$ cat src/rtl/lpht_pkg.sv
`timescale 1ns / 1ps
// Shared types, codes and constants of the linear-probe hash table.
// No dependencies; imported by linear_probe_hash_table, lpht_ctrl and lpht_checker.
package lpht_pkg;

  localparam int DEF_TABLE_SLOTS = 64;
  localparam int KEY_W           = 31;
  localparam int VAL_W           = 32;
  localparam int ENTRY_W         = 7;
  localparam int MODE_W          = 2;
  localparam int STATUS_W        = 2;
  localparam int MARK_W          = 2;
  localparam int IN_DATA_W       = 64;
  localparam int OUT_DATA_W      = 40;

  localparam logic [MODE_W-1:0] MODE_LOOKUP = 2'd0;
  localparam logic [MODE_W-1:0] MODE_INSERT = 2'd1;
  localparam logic [MODE_W-1:0] MODE_DELETE = 2'd2;

  localparam logic [STATUS_W-1:0] STATUS_OK       = 2'd0;
  localparam logic [STATUS_W-1:0] STATUS_NOTFOUND = 2'd1;
  localparam logic [STATUS_W-1:0] STATUS_FULL     = 2'd2;

  localparam logic [MARK_W-1:0] MARK_EMPTY = 2'd0;
  localparam logic [MARK_W-1:0] MARK_LIVE  = 2'd1;
  localparam logic [MARK_W-1:0] MARK_TOMB  = 2'd2;

  // One table slot as held in the slot memory.
  typedef struct packed {
    logic [MARK_W-1:0] mark;
    logic [KEY_W-1:0]  key;
    logic [VAL_W-1:0]  value;
  } slot_t;

  localparam int SLOT_W = $bits(slot_t);

  // Answer to one request, handed from the controller to the output stage.
  typedef struct packed {
    logic [STATUS_W-1:0] status;
    logic [VAL_W-1:0]    read_value;
    logic [ENTRY_W-1:0]  entry_total;
  } result_t;

endpackage

$ cat src/rtl/linear_probe_hash_table.sv
`timescale 1ns / 1ps
// Linear-probe hash table with tombstones: slot memory, probe controller and result register.
// Depends on lpht_pkg, lpht_ram and lpht_ctrl.
//
// A request probes slots from its home slot up to the hit, the first empty slot or the
// whole table; the result register is loaded when the probe ends, and the next beat is
// taken once the controller is idle again. A request of the unused mode skips the probe.
// The slot memory has a single registered read port, read one slot per cycle while the
// result register is not stalled. After reset the block runs a clearing pass over the
// slot marks and holds in_tready low until it finishes.
// The result register lets a new beat be accepted while the previous result still waits
// on out_tready.
module linear_probe_hash_table
  import lpht_pkg::*;
#(
  parameter int TABLE_SLOTS = DEF_TABLE_SLOTS
) (
  input  logic                  clk,
  input  logic                  rst_n,
  input  logic                  in_tvalid,
  output logic                  in_tready,
  input  logic [IN_DATA_W-1:0]  in_tdata,   // key [30:0], value [62:31], zero fill [63]
  input  logic [MODE_W-1:0]     in_tuser,   // mode [1:0]
  output logic                  out_tvalid,
  input  logic                  out_tready,
  output logic [OUT_DATA_W-1:0] out_tdata,  // read_value [31:0], entry_total [38:32], zero [39]
  output logic [STATUS_W-1:0]   out_tuser   // status [1:0]
);

  localparam int IDX_W = $clog2(TABLE_SLOTS);

  logic             out_tvalid_r, out_tvalid_nxt;
  result_t          out_res_r, out_res_nxt;
  logic             out_busy;
  logic             res_valid;
  result_t          res;
  logic             ram_wr_en;
  logic [IDX_W-1:0] ram_wr_addr;
  logic [SLOT_W-1:0] ram_wr_data;
  logic             ram_rd_en;
  logic [IDX_W-1:0] ram_rd_addr;
  logic [SLOT_W-1:0] ram_rd_data;

  assign out_busy = out_tvalid_r && !out_tready;

  lpht_ctrl #(
    .TABLE_SLOTS(TABLE_SLOTS)
  ) u_ctrl (
    .clk        (clk),
    .rst_n      (rst_n),
    .req_valid  (in_tvalid),
    .req_ready  (in_tready),
    .req_mode   (in_tuser),
    .req_key    (in_tdata[KEY_W-1:0]),
    .req_value  (in_tdata[KEY_W+VAL_W-1:KEY_W]),
    .out_busy   (out_busy),
    .res_valid  (res_valid),
    .res        (res),
    .ram_wr_en  (ram_wr_en),
    .ram_wr_addr(ram_wr_addr),
    .ram_wr_data(ram_wr_data),
    .ram_rd_en  (ram_rd_en),
    .ram_rd_addr(ram_rd_addr),
    .ram_rd_data(ram_rd_data)
  );

  lpht_ram #(
    .WIDTH(SLOT_W),
    .DEPTH(TABLE_SLOTS)
  ) u_slot_ram (
    .clk    (clk),
    .wr_en  (ram_wr_en),
    .wr_addr(ram_wr_addr),
    .wr_data(ram_wr_data),
    .rd_en  (ram_rd_en),
    .rd_addr(ram_rd_addr),
    .rd_data(ram_rd_data)
  );

  // The controller only offers a result when the register is free or being emptied.
  always_comb begin
    out_tvalid_nxt = out_tvalid_r;
    out_res_nxt    = out_res_r;
    if (res_valid) begin
      out_tvalid_nxt = 1'b1;
      out_res_nxt    = res;
    end else if (out_tready) begin
      out_tvalid_nxt = 1'b0;
    end
  end

  always_ff @(posedge clk) begin
    if (!rst_n) begin
      out_tvalid_r <= 1'b0;
    end else begin
      out_tvalid_r <= out_tvalid_nxt;
    end
  end

  always_ff @(posedge clk) begin
    out_res_r <= out_res_nxt;
  end

  assign out_tvalid = out_tvalid_r;
  assign out_tuser  = out_res_r.status;
  assign out_tdata  = {1'b0, out_res_r.entry_total, out_res_r.read_value};

endmodule

$ cat src/rtl/lpht_ram.sv
`timescale 1ns / 1ps
// Generic simple dual-port RAM: one write port, one registered read port.
// No dependencies.
module lpht_ram #(
  parameter int WIDTH = 8,
  parameter int DEPTH = 64
) (
  input  logic                     clk,
  input  logic                     wr_en,
  input  logic [$clog2(DEPTH)-1:0] wr_addr,
  input  logic [WIDTH-1:0]         wr_data,
  input  logic                     rd_en,
  input  logic [$clog2(DEPTH)-1:0] rd_addr,
  output logic [WIDTH-1:0]         rd_data
);

  logic [WIDTH-1:0] mem [DEPTH];

  always_ff @(posedge clk) begin
    if (wr_en) begin
      mem[wr_addr] <= wr_data;
    end
  end

  // Read data holds while rd_en is low.
  always_ff @(posedge clk) begin
    if (rd_en) begin
      rd_data <= mem[rd_addr];
    end
  end

endmodule

$ cat src/rtl/lpht_ctrl.sv
`timescale 1ns / 1ps
// Probe controller: clearing pass, slot probing and read-modify-write of the slot memory.
// Depends on lpht_pkg; drives the ports of one lpht_ram instance.
module lpht_ctrl
  import lpht_pkg::*;
#(
  parameter int TABLE_SLOTS = DEF_TABLE_SLOTS
) (
  input  logic                           clk,
  input  logic                           rst_n,
  input  logic                           req_valid,
  output logic                           req_ready,
  input  logic [MODE_W-1:0]              req_mode,
  input  logic [KEY_W-1:0]               req_key,
  input  logic [VAL_W-1:0]               req_value,
  input  logic                           out_busy,
  output logic                           res_valid,
  output result_t                        res,
  output logic                           ram_wr_en,
  output logic [$clog2(TABLE_SLOTS)-1:0] ram_wr_addr,
  output logic [SLOT_W-1:0]              ram_wr_data,
  output logic                           ram_rd_en,
  output logic [$clog2(TABLE_SLOTS)-1:0] ram_rd_addr,
  input  logic [SLOT_W-1:0]              ram_rd_data
);

  localparam int IDX_W = $clog2(TABLE_SLOTS);
  localparam int CNT_W = $clog2(TABLE_SLOTS + 1);

  typedef enum logic [3:0] {
    ST_CLEAR = 4'b0001,
    ST_IDLE  = 4'b0010,
    ST_PROBE = 4'b0100,
    ST_NOP   = 4'b1000
  } state_t;

  state_t             state_r, state_nxt;
  logic [IDX_W-1:0]   clr_idx_r, clr_idx_nxt;
  logic [MODE_W-1:0]  mode_r, mode_nxt;
  logic [KEY_W-1:0]   key_r, key_nxt;
  logic [VAL_W-1:0]   val_r, val_nxt;
  logic [IDX_W-1:0]   rd_addr_r, rd_addr_nxt;
  logic [IDX_W-1:0]   chk_idx_r, chk_idx_nxt;
  logic               chk_vld_r, chk_vld_nxt;
  logic [IDX_W-1:0]   chk_cnt_r, chk_cnt_nxt;
  logic               ff_vld_r, ff_vld_nxt;
  logic [IDX_W-1:0]   ff_idx_r, ff_idx_nxt;
  logic [CNT_W-1:0]   live_r, live_nxt;

  slot_t            slot;
  slot_t            wr_slot;
  logic             accept;
  logic             examine;
  logic             is_empty;
  logic             is_tomb;
  logic             is_hit;
  logic             is_last;
  logic             done;
  logic             free_vld;
  logic [IDX_W-1:0] free_idx;

  assign slot      = slot_t'(ram_rd_data);
  assign req_ready = (state_r == ST_IDLE);
  assign accept    = req_valid && req_ready;

  // A slot's data is examined after its read was issued, once out_busy is low.
  assign examine  = (state_r == ST_PROBE) && chk_vld_r && !out_busy;
  assign is_empty = (slot.mark == MARK_EMPTY);
  assign is_tomb  = (slot.mark == MARK_TOMB);
  assign is_hit   = (slot.mark == MARK_LIVE) && (slot.key == key_r);
  assign is_last  = (chk_cnt_r == IDX_W'(TABLE_SLOTS - 1));
  assign done     = examine && (is_empty || is_hit || is_last);
  assign free_vld = ff_vld_r || is_empty || is_tomb;
  assign free_idx = ff_vld_r ? ff_idx_r : chk_idx_r;

  // Reads run one slot ahead of the examination; a read past the end is simply discarded.
  assign ram_rd_en   = (state_r == ST_PROBE) && !out_busy;
  assign ram_rd_addr = rd_addr_r;
  assign ram_wr_data = SLOT_W'(wr_slot);

  always_comb begin
    state_nxt   = state_r;
    clr_idx_nxt = clr_idx_r;
    mode_nxt    = mode_r;
    key_nxt     = key_r;
    val_nxt     = val_r;
    rd_addr_nxt = rd_addr_r;
    chk_idx_nxt = chk_idx_r;
    chk_vld_nxt = chk_vld_r;
    chk_cnt_nxt = chk_cnt_r;
    ff_vld_nxt  = ff_vld_r;
    ff_idx_nxt  = ff_idx_r;
    live_nxt    = live_r;
    ram_wr_en   = 1'b0;
    ram_wr_addr = chk_idx_r;
    wr_slot     = '{mark: MARK_EMPTY, key: '0, value: '0};
    res_valid   = 1'b0;
    res.status     = STATUS_OK;
    res.read_value = '0;

    case (state_r)
      ST_CLEAR: begin
        ram_wr_en   = 1'b1;
        ram_wr_addr = clr_idx_r;
        clr_idx_nxt = clr_idx_r + IDX_W'(1);
        if (clr_idx_r == IDX_W'(TABLE_SLOTS - 1)) begin
          state_nxt = ST_IDLE;
        end
      end
      ST_IDLE: begin
        if (accept) begin
          mode_nxt    = req_mode;
          key_nxt     = req_key;
          val_nxt     = req_value;
          rd_addr_nxt = req_key[IDX_W-1:0];
          chk_vld_nxt = 1'b0;
          chk_cnt_nxt = '0;
          ff_vld_nxt  = 1'b0;
          if (req_mode inside {MODE_LOOKUP, MODE_INSERT, MODE_DELETE}) begin
            state_nxt = ST_PROBE;
          end else begin
            state_nxt = ST_NOP;
          end
        end
      end
      ST_PROBE: begin
        if (!out_busy) begin
          rd_addr_nxt = rd_addr_r + IDX_W'(1);
          chk_idx_nxt = rd_addr_r;
          chk_vld_nxt = 1'b1;
        end
        if (examine) begin
          chk_cnt_nxt = chk_cnt_r + IDX_W'(1);
          if (is_tomb && !ff_vld_r) begin
            ff_vld_nxt = 1'b1;
            ff_idx_nxt = chk_idx_r;
          end
        end
        if (done) begin
          res_valid = 1'b1;
          state_nxt = ST_IDLE;
          case (mode_r)
            MODE_LOOKUP: begin
              if (is_hit) begin
                res.read_value = slot.value;
              end else begin
                res.status = STATUS_NOTFOUND;
              end
            end
            MODE_INSERT: begin
              wr_slot = '{mark: MARK_LIVE, key: key_r, value: val_r};
              if (is_hit) begin
                ram_wr_en = 1'b1;
              end else if (free_vld) begin
                ram_wr_en   = 1'b1;
                ram_wr_addr = free_idx;
                live_nxt    = live_r + CNT_W'(1);
              end else begin
                res.status = STATUS_FULL;
              end
            end
            MODE_DELETE: begin
              wr_slot = '{mark: MARK_TOMB, key: slot.key, value: slot.value};
              if (is_hit) begin
                ram_wr_en = 1'b1;
                live_nxt  = live_r - CNT_W'(1);
              end else begin
                res.status = STATUS_NOTFOUND;
              end
            end
            default: begin
              res.status = STATUS_OK;
            end
          endcase
        end
      end
      ST_NOP: begin
        if (!out_busy) begin
          res_valid = 1'b1;
          state_nxt = ST_IDLE;
        end
      end
      default: begin
        state_nxt = ST_IDLE;
      end
    endcase

    res.entry_total = ENTRY_W'(live_nxt);
  end

  always_ff @(posedge clk) begin
    if (!rst_n) begin
      state_r   <= ST_CLEAR;
      clr_idx_r <= '0;
      chk_vld_r <= 1'b0;
      ff_vld_r  <= 1'b0;
      live_r    <= '0;
    end else begin
      state_r   <= state_nxt;
      clr_idx_r <= clr_idx_nxt;
      chk_vld_r <= chk_vld_nxt;
      ff_vld_r  <= ff_vld_nxt;
      live_r    <= live_nxt;
    end
  end

  always_ff @(posedge clk) begin
    mode_r    <= mode_nxt;
    key_r     <= key_nxt;
    val_r     <= val_nxt;
    rd_addr_r <= rd_addr_nxt;
    chk_idx_r <= chk_idx_nxt;
    chk_cnt_r <= chk_cnt_nxt;
    ff_idx_r  <= ff_idx_nxt;
  end

endmodule

$ cat config.mk
export PLATFORM = sky130hd
export DESIGN_NAME = linear_probe_hash_table
export DESIGN_NICKNAME = d
export VERILOG_FILES = /design/src/rtl/lpht_pkg.sv /design/src/rtl/linear_probe_hash_table.sv /design/src/rtl/lpht_ram.sv /design/src/rtl/lpht_ctrl.sv
export SDC_FILE = /design/constraint.sdc
export NUM_CORES = 2
export LEC_CHECK = 0
export BUFFER_PORTS_ARGS = -buffer_cell sky130_fd_sc_hd__buf_4
export CAP_MARGIN = 25
export CORE_UTILIZATION = 45
export DETAILED_ROUTE_END_ITERATION = 16
export PLACE_DENSITY_LB_ADDON = 0.08
export SYNTH_ARGS = -nofsm -noshare
export SYNTH_HDL_FRONTEND = slang
export SYNTH_MEMORY_MAX_BITS = 65536
export SYNTH_SLANG_ARGS = --single-unit
$ cat constraint.sdc
create_clock -name clk -period 7 [get_ports clk]
set_clock_uncertainty 0.2 [all_clocks]
set_input_delay 0.35 -clock clk [delete_from_list [all_inputs] [get_ports clk]]
set_output_delay 0.35 -clock clk [all_outputs]
set_load 0.05 [all_outputs]
Yosys cells after proc, flatten, opt, wreduce, memory -nomap -nowiden --
Memories as Yosys holds them, arrays and structs flattened. A register that Yosys moved wholly into a read port is not among the register bits. Index checks and enable logic that the tools add are counted.
Storage, ports and cells: memories 1, bits in writable memories 4160, input port bits 70, flip-flop bits (word level) 150, logic and storage cells 124, output and inout port bits 44
Operators by class: equality and inequality tests 20, bitwise operators 1, muxes and demuxes 50, add/sub/neg operators 5, reductions and logical operators 31
Memory list:
- u_slot_ram.mem | words 64, width 65, read ports 1, clocked after Yosys merged registers in 1, write ports 1, RTL line lpht_ram.sv:17 | logic [WIDTH-1:0] mem [DEPTH];
Operator list (count):
- 65-bit 2-to-1 mux | 2
- 65-bit case mux with 2 select lines | 1
- 6-bit 2-to-1 mux | 9
- 6-bit case mux with 2 select lines | 3
- 7-bit 2-to-1 mux | 5
- 31-bit == test | 1
- 4-bit 2-to-1 mux | 5
- 6-bit by 1-bit adder with 6-bit output, second input constant | 3
- 4-bit case mux with 4 select lines | 1
- 1-bit 2-to-1 mux | 15
- 7-bit case mux with 2 select lines | 1
- 6-bit == test, second input constant | 2
- 4-bit AND reduction | 3
- 1-bit case mux with 2 select lines | 5
- 3-bit AND reduction | 3
- 1-bit logical AND | 8
- 2-bit != test, second input constant | 4
- 7-bit by 1-bit adder with 7-bit output, second input constant | 1
- 7-bit by 1-bit subtractor with 7-bit output, second input constant | 1
- 2-bit by 1-bit == test with 1-bit output, second input constant | 3
- 2-bit == test, second input constant | 3
- 2-bit zero test | 3
- 2-bit by 1-bit != test with 1-bit output, second input constant | 3
- 2-bit AND reduction | 3
- other kinds (12) | 19

Depth between registers and ports, before layout --
word-level depth 10, gate-level depth with buffers 9, depth with buffers taken out 9

By module --
Synthesis repeated with hierarchy kept, for this count alone.
Second synthesis, totals: cell total of the unflattened synthesis 7213, area, all modules 166299.5 sq um
Modules (own cells, without submodules):
- lpht_ram | cells each 6606, area an instance 159010.0 sq um, seq. area each 126871.7 sq um, instances 1
- lpht_ctrl | cells each 561, area an instance 6005.8 sq um, seq. area each 3052.9 sq um, instances 1
- linear_probe_hash_table | cells each 46, area an instance 1283.7 sq um, seq. area each 1251.2 sq um, instances 1

Worst setup path after synthesis --
No wires, ideal clock.
path type flip-flop to flip-flop, from reg u_slot_ram.rd_data[36], read port of u_slot_ram.mem, to mem u_slot_ram.mem[56][0] (netlist name), enable pin, required time 6232 ps, cell stages (with the launch flop) 10, path slack -477 ps, library setup time 568 ps, arrival 6709 ps, path buffers 1, period minus slack after synthesis 7477 ps, path through edfxtp_1 > xor2_1 > nor4_1 > nand4_1 > nor2_1 > clkbuf_1 > a22oi_1 > o21ai_2 > nand2_1 > nor3_1
Between the ends: cells in the longest elaborated chain, start to end 9, elaborated cells between the ends (all ways) 16, those cells by class eq/ne: 1; mux: 11; reduce/logical: 4
Ends and longest elaborated chain:
- from (decl) | RTL line lpht_ram.sv:14 | output logic [WIDTH-1:0] rd_data
- 31-bit == test * | RTL line lpht_ctrl.sv:70 | assign is_hit = (slot.mark == MARK_LIVE) && (slot.key == key_r);
- 1-bit logical AND * | RTL line lpht_ctrl.sv:70
- branches (longest 7 deep; another with 1-bit case mux with 2 select lines)
- to (decl) | RTL line lpht_ram.sv:17
Mark *: on every way between the ends.

Final worst setup path --
from reg u_ctrl.key_r[23], to mem u_slot_ram.mem[61][3] (netlist name), enable pin
Between the ends: cells in the longest elaborated chain, start to end 9, elaborated cells between the ends (all ways) 16, those cells by class eq/ne: 1; mux: 11; reduce/logical: 4
Ends and longest elaborated chain:
- from (decl) | RTL line lpht_ctrl.sv:40 | logic [KEY_W-1:0] key_r, key_nxt;
- from (signal assigned) | RTL line lpht_ctrl.sv:209 | key_r <= key_nxt;
- 31-bit == test * | RTL line lpht_ctrl.sv:70
- 1-bit logical AND * | RTL line lpht_ctrl.sv:70
- branches (longest 7 deep; another with 1-bit case mux with 2 select lines)
Marked as above.

==> run metrics <==
status=finished, final reports clean; Synth Cell Area=~170000 sq um; WL final=455000 um; Final setup viols=0; via count=~76000; met2 usage=0.410; fin util=0.523; CTS tree=done; library cells used by synthesis=57; Worst-Skew Late Latency=roughly 1000 ps; largest net degree at the start of global routing=135; power density of the placed cells=~280 nW/um^2; Final nets=7331; Post-CTS Resized=0; PortBufs=approximately 110; CP arrival=just under 6000 ps; Final Cycle Share=0.774; Max Cap Viol=0; Routability Congestion=0.796; Post-route DRC=0; total CTS buffers=approximately 460; first-pass GRT wire length=approximately 630000 um; CP startpoint=u_ctrl.key_r[23]$_DFFE_PP_; crit-path max FO=16; io pins=roughly 110; All-Layer GR Usage=0.245; Setup TNS Final=0 ps; Via density=about 6; Fin. Hold Viols=0; shortest period the worst path allows=5420 ps; yosys warns=0; Worst EP required=between 7000 and 8000 ps; Initial Util=0.454; DIE AREA=372000 sq um; Yosys top cell area share=0.786; CP Class=flop to flop; Avg Cell Area, Syn=roughly 25 sq um; EDFF count, synth=around 4400; H-tree Lvls=5; Worst-path clk slew=60 ps; antenna violations before repair=23; Die Width=between 600 and 700 um; Yosys reg bits=~4400; Synth area leader=edfxtp_1; clk sinks=roughly 4400; Pre-antenna DRT Iters=5; hold slack final=between 80 and 90 ps; cell with the most instances after synthesis=edfxtp_1; RSZ-0062 raised after global routing=no; Area contributors post-synth=edfxtp_1 79%, mux4_2 18%, clkbuf_1 0.58%; DR WL/cell=about 36 um; Synth Instances=6607; share of layout cells above drive strength 1=0.332; sequential fraction of the synthesis area=0.788; Synth top cells by count=4355 x edfxtp_1, 1365 x mux4_2, 256 x clkbuf_1; fin. max-slew vios=0; Power Total=roughly 53 mW; met1 usage=0.344; Achievable Freq=0.184 GHz; Setup crit end kind=flop; worst flop-to-flop path startpoint=u_ctrl.key_r[23]$_DFFE_PP_; met3 GRT Util=0.0290; die height=610 um; Async S/R FF share, synth=0; Synth-to-Final Area Change=15.4%; CP Launch Type=flop; Main synth FF type=edfxtp_1; Rel. slew slack=0.245; Hold Crit Start=in_tuser[0]; Lkg Pwr=67.6 nW; number of global-route vias before repair=between 70000 and 80000; DRT iter0 DRCs=around 8600; Worst Max-Slew Pin Slew=roughly 1100 ps; Core Rows=222; Hold Path Class=primary input to flop; clock buffer depth=4; CORE AREA=367000 sq um; post-DP HPWL=around 240000 um; VDD IR max=between 0.2 and 0.25 mV; clk root buf=clkbuf_16; GR Overflow Total=0; post-synth net total=approximately 6700; global route hottest layer=met2; fin area=192000 sq um; dpl cell area=between 150000 and 200000 sq um; Final ANT Viol Nets=0
## registers in the layout, summed over array words and instances (netlist names)
signal,flops
u_slot_ram.mem,4160
u_slot_ram.rd_data,65
out_tdata,39
u_ctrl.val_r,32
u_ctrl.key_r,31
u_ctrl.live_r,7
u_ctrl.chk_cnt_r,6
u_ctrl.chk_idx_r,6
u_ctrl.clr_idx_r,6
u_ctrl.ff_idx_r,6
u_ctrl.ram_rd_addr,6
u_ctrl.state_r,4
out_tuser,2
u_ctrl.mode_r,2
out_tvalid,1
u_ctrl.chk_vld_r,1
u_ctrl.ff_vld_r,1
## final timing paths
check                                                  endpoint  slack (ps)  cells past startpoint
worst min-delay path                 u_ctrl.mode_r[0]$_DFFE_PP_          80                      2
worst min register to register     u_ctrl.ff_idx_r[2]$_DFFE_PP_         270                      0
worst max register to register  u_slot_ram.mem[61][3]$_DFFE_PP_        1580                      9
worst max-delay path            u_slot_ram.mem[61][3]$_DFFE_PP_        1580                      9
## stage by stage
step | setup WS (ps) | instances
3_5_place_dp | 1570 | 11585
5_1_grt | 1400 | 12568
2_1_floorplan | -477 | 6607
3_3_place_gp | 1510 | 11574
6_report | 1580 | 12569
4_1_cts | 1530 | 12555
## logic make-up (layout without fill, tap and decap cells)
logic type                 Yosys count  in the layout  share of synthesized area
xor gates and xnor gates            43             43                    0.00226
adders and majority gates           11             11                   0.000827
muxes                             1366           1366                      0.185
and+or+nand+nor                    327            327                    0.00989
other                                1             10                  0.0000225
DFF                               4375           4375                      0.788
buffers and inverters              354           1379                    0.00831
AOI/OAI and AO/OA                  130            130                    0.00590
## final cells by class
class                      count  area (sq um)
antenna                        9          22.5
multi-input combinational   1878         34900
timing repair buffer         531          5670
clock inverter               271          2080
tap                         4928          6170
sequential                  4375        131000
fill                       27978        175000
inverter                       9          36.3
clock buffer                 568         12000
## power by group
group	total, mW	internal, mW	switching (mW)	leakage [nW]
logic	1.58	0.556	1.03	13.0
registers	28.7	28.7	0.0565	47.8
clock network	23.0	13.0	10.0	6.86
total	53.3	42.2	11.1	67.6
## cell usage in the layout (no fill, tap or decap), types with 64 or more instances in the layout
cell type | netlist | final
mux4_2 | 1365 | 1365
buf_4 | 1 | 292
clkinv_2 | 0 | 78
nor2_4 | 1 | 115
a22oi_1 | 64 | 64
buf_12 | 0 | 101
clkinv_1 | 0 | 129
clkbuf_16 | 0 | 464
clkbuf_1 | 256 | 100
dlygate4sd3_1 | 0 | 131
edfxtp_1 | 4355 | 4355
## worst max-delay path, cell delays in order (launching register included)
cell and delay (ps):
edfxtp_1 390, xor2_1 190, nor4_1 850, nand4_1 450, o21ai_1 490, nand2_4 80, o21ai_2 470, nand3_2 590
nor2_4 860, buf_4 440
## routing by layer
layer / routed length [um] / part of all wire / vias to the layer above
met1: 189000 / 0.42 / 42756
met4: 12400 / 0.027 / 2
met3: 24900 / 0.055 / 552
met5: 61 / 0.00013 / -
li1: - / - / 30247
met2: 228000 / 0.50 / 2562
## timing repair
action / 4_1_cts / 5_1_grt
hold buffers: 131 / 0
endpoints found under the hold margin: 96 / 0
buffers inserted: 0 / 0
Power figures use the tool's default switching activity.
